`src/hdl/srs_pkg.sv`:
```
// ----------------------------------------------------------------------------
// srs_pkg
// Shared types, constants and controller/datapath interface structs for the
// surface ripple spring simulation core.
// ----------------------------------------------------------------------------
package srs_pkg;

    localparam int MAX_COLUMNS = 32;
    localparam int MIN_COLUMNS = 2;
    localparam int COL_W       = $clog2(MAX_COLUMNS);

    localparam int DATA_W      = 32;
    localparam int IDX_OUT_W   = 5;
    localparam int MAXH_W      = 31;
    localparam int BASE_W      = 12;
    localparam int COUNT_W     = 6;
    localparam int GAIN_W      = 8;
    localparam int CFG_IDX_W   = 2;
    localparam int CFG_DATA_W  = 12;
    localparam int BOUNCE_LSB  = 20;
    localparam int BOUNCE_W    = DATA_W - BOUNCE_LSB;
    localparam int LOC_W       = BASE_W + 2;

    localparam logic [BASE_W-1:0]  BASE_RESET        = 12'd0;
    localparam logic [COUNT_W-1:0] COUNT_RESET       = 6'd32;
    localparam logic [GAIN_W-1:0]  CENTER_GAIN_RESET = 8'h80;
    localparam logic [GAIN_W-1:0]  SIDE_GAIN_RESET   = 8'h99;
    localparam logic [DATA_W-1:0]  ROUND_HALF_COL    = 32'h0008_0000;
    localparam logic [DATA_W-1:0]  EDGE_OFFSET       = 32'h0008_0000;
    localparam logic [DATA_W-1:0]  EDGE_FALLBACK     = 32'h0001_0000;

    typedef enum logic [CFG_IDX_W-1:0] {
        CFG_BASE_COLUMN  = 2'd0,
        CFG_COLUMN_COUNT = 2'd1,
        CFG_CENTER_GAIN  = 2'd2,
        CFG_SIDE_GAIN    = 2'd3
    } cfg_index_t;

    typedef enum logic {
        CMD_TICK   = 1'b0,
        CMD_IMPACT = 1'b1
    } item_cmd_t;

    typedef struct packed {
        logic               cmd;
        logic signed [31:0] impact_x;
        logic signed [31:0] impact_velocity;
    } in_item_t;

    typedef struct packed {
        logic [IDX_OUT_W-1:0] column_index;
        logic signed [31:0]   surface_height;
        logic signed [31:0]   lower_edge;
        logic [MAXH_W-1:0]    max_height;
        logic                 impact_hit;
        logic                 last;
    } out_item_t;

    typedef enum logic [3:0] {
        ST_IDLE,
        ST_IMP_START,
        ST_IMP_ADD,
        ST_IMP_EMIT,
        ST_P1,
        ST_P2_OWN,
        ST_P2_PREV,
        ST_P2_NEXT,
        ST_P2_WR,
        ST_OUT
    } state_t;

    typedef enum logic [3:0] {
        OP_NOP,
        OP_CAPTURE,
        OP_IMP_ADD,
        OP_EMIT_IMP,
        OP_P1,
        OP_P2_OWN,
        OP_P2_PREV,
        OP_P2_NEXT,
        OP_P2_WR,
        OP_EMIT_TICK
    } dp_op_t;

    typedef enum logic [1:0] {
        IDX_HOLD,
        IDX_ZERO,
        IDX_LO,
        IDX_INC
    } idx_op_t;

    typedef struct packed {
        dp_op_t  op;
        idx_op_t idx_op;
    } dp_cmd_t;

    typedef struct packed {
        logic hit;
        logic idx_last;
        logic idx_hi;
        logic out_free;
    } dp_status_t;

endpackage

```
`src/hdl/srs_ctrl.sv`:
```
// ----------------------------------------------------------------------------
// srs_ctrl
// Sequencer for impact updates and the three tick passes (spring update,
// gain smoothing, result readout).
// ----------------------------------------------------------------------------
module srs_ctrl
    import srs_pkg::*;
(
    input  logic       clk,
    input  logic       rst_n,
    input  logic       in_valid,
    input  logic       in_cmd,
    output logic       in_stall,
    input  dp_status_t status,
    output dp_cmd_t    cmd
);

    state_t state_reg, state_next;

    always_ff @(posedge clk or negedge rst_n)
    begin
        if (!rst_n)
            state_reg <= ST_IDLE;
        else
            state_reg <= state_next;
    end

    always_comb
    begin
        state_next = state_reg;
        case (state_reg)
            ST_IDLE:
                if (in_valid)
                    state_next = (in_cmd == CMD_IMPACT) ? ST_IMP_START : ST_P1;
            ST_IMP_START:
                state_next = status.hit ? ST_IMP_ADD : ST_IMP_EMIT;
            ST_IMP_ADD:
                if (status.idx_hi)
                    state_next = ST_IMP_EMIT;
            ST_IMP_EMIT:
                if (status.out_free)
                    state_next = ST_IDLE;
            ST_P1:
                if (status.idx_last)
                    state_next = ST_P2_OWN;
            ST_P2_OWN:
                state_next = ST_P2_PREV;
            ST_P2_PREV:
                state_next = ST_P2_NEXT;
            ST_P2_NEXT:
                state_next = ST_P2_WR;
            ST_P2_WR:
                state_next = status.idx_last ? ST_OUT : ST_P2_OWN;
            ST_OUT:
                if (status.out_free && status.idx_last)
                    state_next = ST_IDLE;
            default:
                state_next = ST_IDLE;
        endcase
    end

    always_comb
    begin
        cmd.op     = OP_NOP;
        cmd.idx_op = IDX_HOLD;
        in_stall   = 1'b1;
        case (state_reg)
            ST_IDLE:
            begin
                in_stall = 1'b0;
                if (in_valid)
                begin
                    cmd.op     = OP_CAPTURE;
                    cmd.idx_op = IDX_ZERO;
                end
            end
            ST_IMP_START:
                cmd.idx_op = IDX_LO;
            ST_IMP_ADD:
            begin
                cmd.op     = OP_IMP_ADD;
                cmd.idx_op = status.idx_hi ? IDX_HOLD : IDX_INC;
            end
            ST_IMP_EMIT:
                if (status.out_free)
                    cmd.op = OP_EMIT_IMP;
            ST_P1:
            begin
                cmd.op     = OP_P1;
                cmd.idx_op = status.idx_last ? IDX_ZERO : IDX_INC;
            end
            ST_P2_OWN:
                cmd.op = OP_P2_OWN;
            ST_P2_PREV:
                cmd.op = OP_P2_PREV;
            ST_P2_NEXT:
                cmd.op = OP_P2_NEXT;
            ST_P2_WR:
            begin
                cmd.op     = OP_P2_WR;
                cmd.idx_op = status.idx_last ? IDX_ZERO : IDX_INC;
            end
            ST_OUT:
                if (status.out_free)
                begin
                    cmd.op     = OP_EMIT_TICK;
                    cmd.idx_op = status.idx_last ? IDX_HOLD : IDX_INC;
                end
            default:
                cmd.op = OP_NOP;
        endcase
    end

endmodule

```
`config.mk`:
```
export PLATFORM = sky130hd
export DESIGN_NAME = srs_ctrl
export DESIGN_NICKNAME = d
export VERILOG_FILES = /design/src/hdl/srs_pkg.sv /design/src/hdl/srs_ctrl.sv
export SDC_FILE = /design/constraint.sdc
export NUM_CORES = 1
export LEC_CHECK = 0
export ABC_AREA = 1
export BUFFER_PORTS_ARGS = -buffer_cell sky130_fd_sc_hd__buf_2
export CAP_MARGIN = 20
export CORE_AREA = 2 2 39 41
export CTS_BUF_LIST = sky130_fd_sc_hd__clkbuf_8
export DETAILED_ROUTE_END_ITERATION = 16
export DIE_AREA = 0 0 41 43
export SYNTH_ARGS = -nofsm -noshare
export SYNTH_HDL_FRONTEND = slang
export SYNTH_SLANG_ARGS = --single-unit
```
`constraint.sdc`:
```
create_clock -name clk -period 1.46 [get_ports clk]
set_input_delay 0.219 -clock clk [delete_from_list [all_inputs] [get_ports clk]]
set_output_delay 0.219 -clock clk [all_outputs]
set_load 0.01 [all_outputs]
```
# [Yosys cells after proc, flatten, opt, wreduce, memory -nomap -nowiden]
# Index checks and enable logic that the tools add are counted.
[word_totals] inputBits=8 register_bits=4 out_inout_bits=7 ramBits=0 mem_count=0 word_cells=37 latch_bits=0 rom_bits=0
[op_classes] muxes=18 n_eq_ne=14 div_mod_pow=0 magnitude_cmp=0 shift=0 add_sub_neg=0 bitwise_logic=0 n_mul=0 n_reduce_logical=4
[op_table] op="$pmux 4 s10" n=1
[op_table] op="$pmux 4 s9" n=1
[op_table] op="$mux 4" n=6
[op_table] op="$eq 4x3->1 const B" n=4
[op_table] op="$ne 2x2->1 const B" n=5
[op_table] op="$pmux 2 s5" n=1
[op_table] op="$eq 4x2->1 const B" n=2
[op_table] op="$eq 4x4->1 const B" n=2
[op_table] op="$mux 2" n=4
[op_table] op="$mux 3" n=2
[op_table] op="$mux 6" n=1
[op_table] op="$reduce_and 5->1" n=1
[op_table] op="$eq 4x1->1 const B" n=1
[op_table] op="$logic_not 4->1" n=1
[op_table] op="$mux 1" n=2
[op_table] op="$reduce_or 2->1" n=1
[op_table] op="$logic_and 1x1->1" n=1

# [Longest topological paths before layout]
[logic_depth] ltp_word=3 mapped_depth=9

# [Least setup slack after synthesis]
# Ideal clock, no wire load.
[synth_timing] path_kind="register to output" from="reg state_reg[3]" to="out cmd[0] (netlist name)" arrival_ns=0.968 path_buffers=0 setup_slack_ns=0.273 stages_incl_launch_ff=8 path_cell_list="dfrtp_1 > inv_2 > nand2_2 > inv_2 > nand2_1 > nand2_1 > a21oi_1 > nand3_1"
[synth_lines] element="start, declared" line_no="srs_ctrl.sv:18" text="state_t state_reg, state_next;"
[synth_lines] element="start signal, assigned" line_no="srs_ctrl.sv:25" text="state_reg <= state_next;"
[synth_lines] element="end, declared" line_no="srs_ctrl.sv:15" text="output dp_cmd_t cmd"

==> flow_summary_export.csv <==
group,metric,value,unit
floorplan,dieArea,1763,µm²
timing,final_hold_viol_count,0,
floorplan,core-area,1384,µm²
clock_tree,ctsRootBufferMaster,"clkbuf_8",
timing,period_share,1.049,
yosys,yosysTopAreaCell,"dfrtp_1",
yosys,ys_seq_elements,4,
critical_path,crit_chain,"buf_6 -> nor2_4 -> nand3_4 -> nand4_1 -> buf_2",
detailed_routing,drc,0,
yosys,syn-cell-area,454.2,µm²
critical_path,critPathLaunchType,"flop",
clock_tree,clkLatencyLatePin,0.23,ns
timing,setup_viol,4,
yosys,ys_seq_area_frac,0.2204,
yosys,syn_avg_cell_area,6.488,µm²
clock_tree,cts.clk_slew.worst_paths,0.04,ns
critical_path,required,1.24,ns
critical_path,path_class,"flop to primary output",
floorplan,dieHeight,43,µm
critical_path,crit_path_end_kind,"primary output",
clock_tree,cts_tree,"built",
critical_path,r2r.worst_path.cells,9,
layout,largest_reg_flops,4,
placement,dpl.hpwl,925.4,µm
timing,fin_setup_tns,-0.2398,ns
timing,fin_skew,0.008251,ns
detailed_routing,vias,577,
floorplan,pin_count,15,
placement,placement.io_buffers,14,
yosys,yosysTopAreaCellShare,0.2204,
floorplan,die_w,41,µm
yosys,synth_area_leaders,"dfrtp_1, nand2_1, nand3_2, nor2_4, nand3_1",
clock_tree,cts_made_buffers,3,
global_routing,grt_pass1_vias,552,
pwr,p_leak,0.3913,nW
yosys,synth_cells,70,
detailed_routing,viasPerCell,5.061,
clock_tree,htreeDepth,1,
timing,fin_crit,1.532,ns
critical_path,cp_slowest_cell,"dfrtp_1",
layout,finish.utilization,0.5181,
detailed_routing,dr.pass1.iters,4,
timing,rsz0062_at_grt,"yes",
pwr,power_density,2285,nW/µm²
layout,syn_to_final_growth,57.85,%
critical_path,crit_buf_inv,2,
detailed_routing,ant_nets,0,
critical_path,crit_family,"simple AND/OR/NAND/NOR gates",
layout,drive_above_1_share,0.5408,
critical_path,worst-path-max-fanout,5,
detailed_routing,wirelength,1360,µm
layout,diodes,0,
yosys,yosys_warnings,0,
flow_run,cap_viol_max_count,0,
run_status,status,"complete, but fails checks",
timing,post-route-worst-setup-slack,-0.07158,ns
timing,max_slew_margin,0.8604,
critical_path,cp_slowest_stage_delay,0.41,ns
global_routing,grt_pass1_wl,2228,µm
timing,fmax,652.9,MHz
critical_path,cp.depth,5,
critical_path,cp.arrival,1.31,ns
run_status,violations,"negative setup slack",
clock_tree,cts_buffer_depth,2,
global_routing,grt_max_degree,7,
hold_path,hp-class,"input port to asynchronous set/reset pin",
yosys,synth_fp_nets,78,
placement,gp_congestion,0.8217,
floorplan,placementRows,14,
global_routing,antenna_found_initial,0,
yosys,yosysUniqueCellTypes,19,
timing,max_slew.worst_pin.slew,0.2080,ns
layout,layout.nets,108,
global_routing,overflow,0,
timing,report.final.slew_viol_count,0,
critical_path,rrSetupSlack,0.03,ns
pwr,ir_worst_vdd,0.0008788,V
detailed_routing,avgRoutedWirePerCell,11.93,µm
global_routing,grt_use_total,0.1937,
floorplan,initial_core_util,0.3282,
clock_tree,clkSinkCount,4,
detailed_routing,drtIter0Drc,7,
## worst paths after layout
path / startpoint / end
hold / removal: rst_n / state_reg[3]$_DFFE_PN0P_
setup reg to reg: state_reg[3]$_DFFE_PN0P_ / state_reg[0]$_DFFE_PN0P_
setup / recovery: state_reg[3]$_DFFE_PN0P_ / cmd[1]
min in group clk: status[2] / state_reg[2]$_DFFE_PN0P_
max in group asynchronous: rst_n / state_reg[2]$_DFFE_PN0P_
hold reg to reg: state_reg[3]$_DFFE_PN0P_ / state_reg[1]$_DFFE_PN0P_
## timing repair
item / 4_1_cts / 5_1_grt
setup endpoints to repair: 5 / 9
hold buffers: 1 / 0
pin swaps: 7 / 5
resized for setup: 12 / 1
endpoints found under the hold margin: 4 / 0
setup buffers: 7 / 1
## area by class of cell
class / instances / area (µm²)
fill: 149 / 666.9
multi-input combinational: 53 / 344.1
timing repair buffer: 25 / 158.9
sequential: 4 / 103.9
inverter: 13 / 48.80
clock buffer: 3 / 41.29
tap: 16 / 20.02
## kinds of logic (layout without fill, tap and decap cells)
kind of cell           after synthesis  count (layout)  share of synthesized area
AO/OA/AOI/OAI                        6               6                     0.1019
AND/OR/NAND/NOR                     47              47                     0.5703
buffers and inverters               13              41                     0.1074
flip-flops                           4               4                     0.2204
## power by group
part | internal [mW] | leakage [nW] | switching (mW) | total (mW)
sequential | 0.170 | 0.0472 | 0.105 | 0.275
combinational | 0.493 | 0.323 | 0.630 | 1.12
clock | 0.176 | 0.0216 | 0.0639 | 0.240
total | 0.839 | 0.391 | 0.799 | 1.64
## through the flow
stage          instances  power [mW]  worst slack, ns  instance area, µm²  hold slack [ns]
3_5_place_dp         102       1.153           0.1077               559.3          0.02662
6_report             114       1.638         -0.07158               716.9           0.3259
3_3_place_gp         102       1.159          0.08095               559.3          0.02737
5_1_grt              114       1.757          -0.1310               716.9           0.3520
2_1_floorplan         70      0.8700           0.2731               454.2         -0.07659
4_1_cts              113       1.603         -0.05404               709.4           0.3265
## worst reg2reg max path, cell delays in order, from the launching register on
cell and delay [ns]:
dfrtp_1 0.41, buf_6 0.14, nor2_4 0.19, buf_4 0.14, buf_4 0.10, nand3b_1 0.08, nand2_2 0.09, nor2_2 0.05
nand2_1 0.05, nand2_1 0.05
## layer usage
layer | global-route usage | part of all wire
met5 | 0 | 0
met4 | 0.1133 | 0.025
met3 | 0.05236 | 0.058
met2 | 0.3125 | 0.54
met1 | 0.2124 | 0.38
## cells in the final DEF (no fill, tap or decap), types with 4 or more instances in the layout
cell and n:
nand2_1 19, nand3_2 4, inv_2 7, nand3_1 5, nor2_4 5, buf_2 14, buf_4 9, inv_1 6
## cells in the mapped netlist
cell	n
nor2_4	3
nand3_1	6
nor2_1	2
nand2_1	21
o211ai_1	1
o2111ai_1	1
nor2_2	3
inv_1	7
a21oi_1	1
nand4_1	2
o221ai_1	1
dfrtp_1	4
nand3_2	4
nand3b_1	2
nand2_2	2
a311oi_1	1
inv_2	6
o21bai_1	1
nor3_1	2
(Power assumes the default switching activity.)
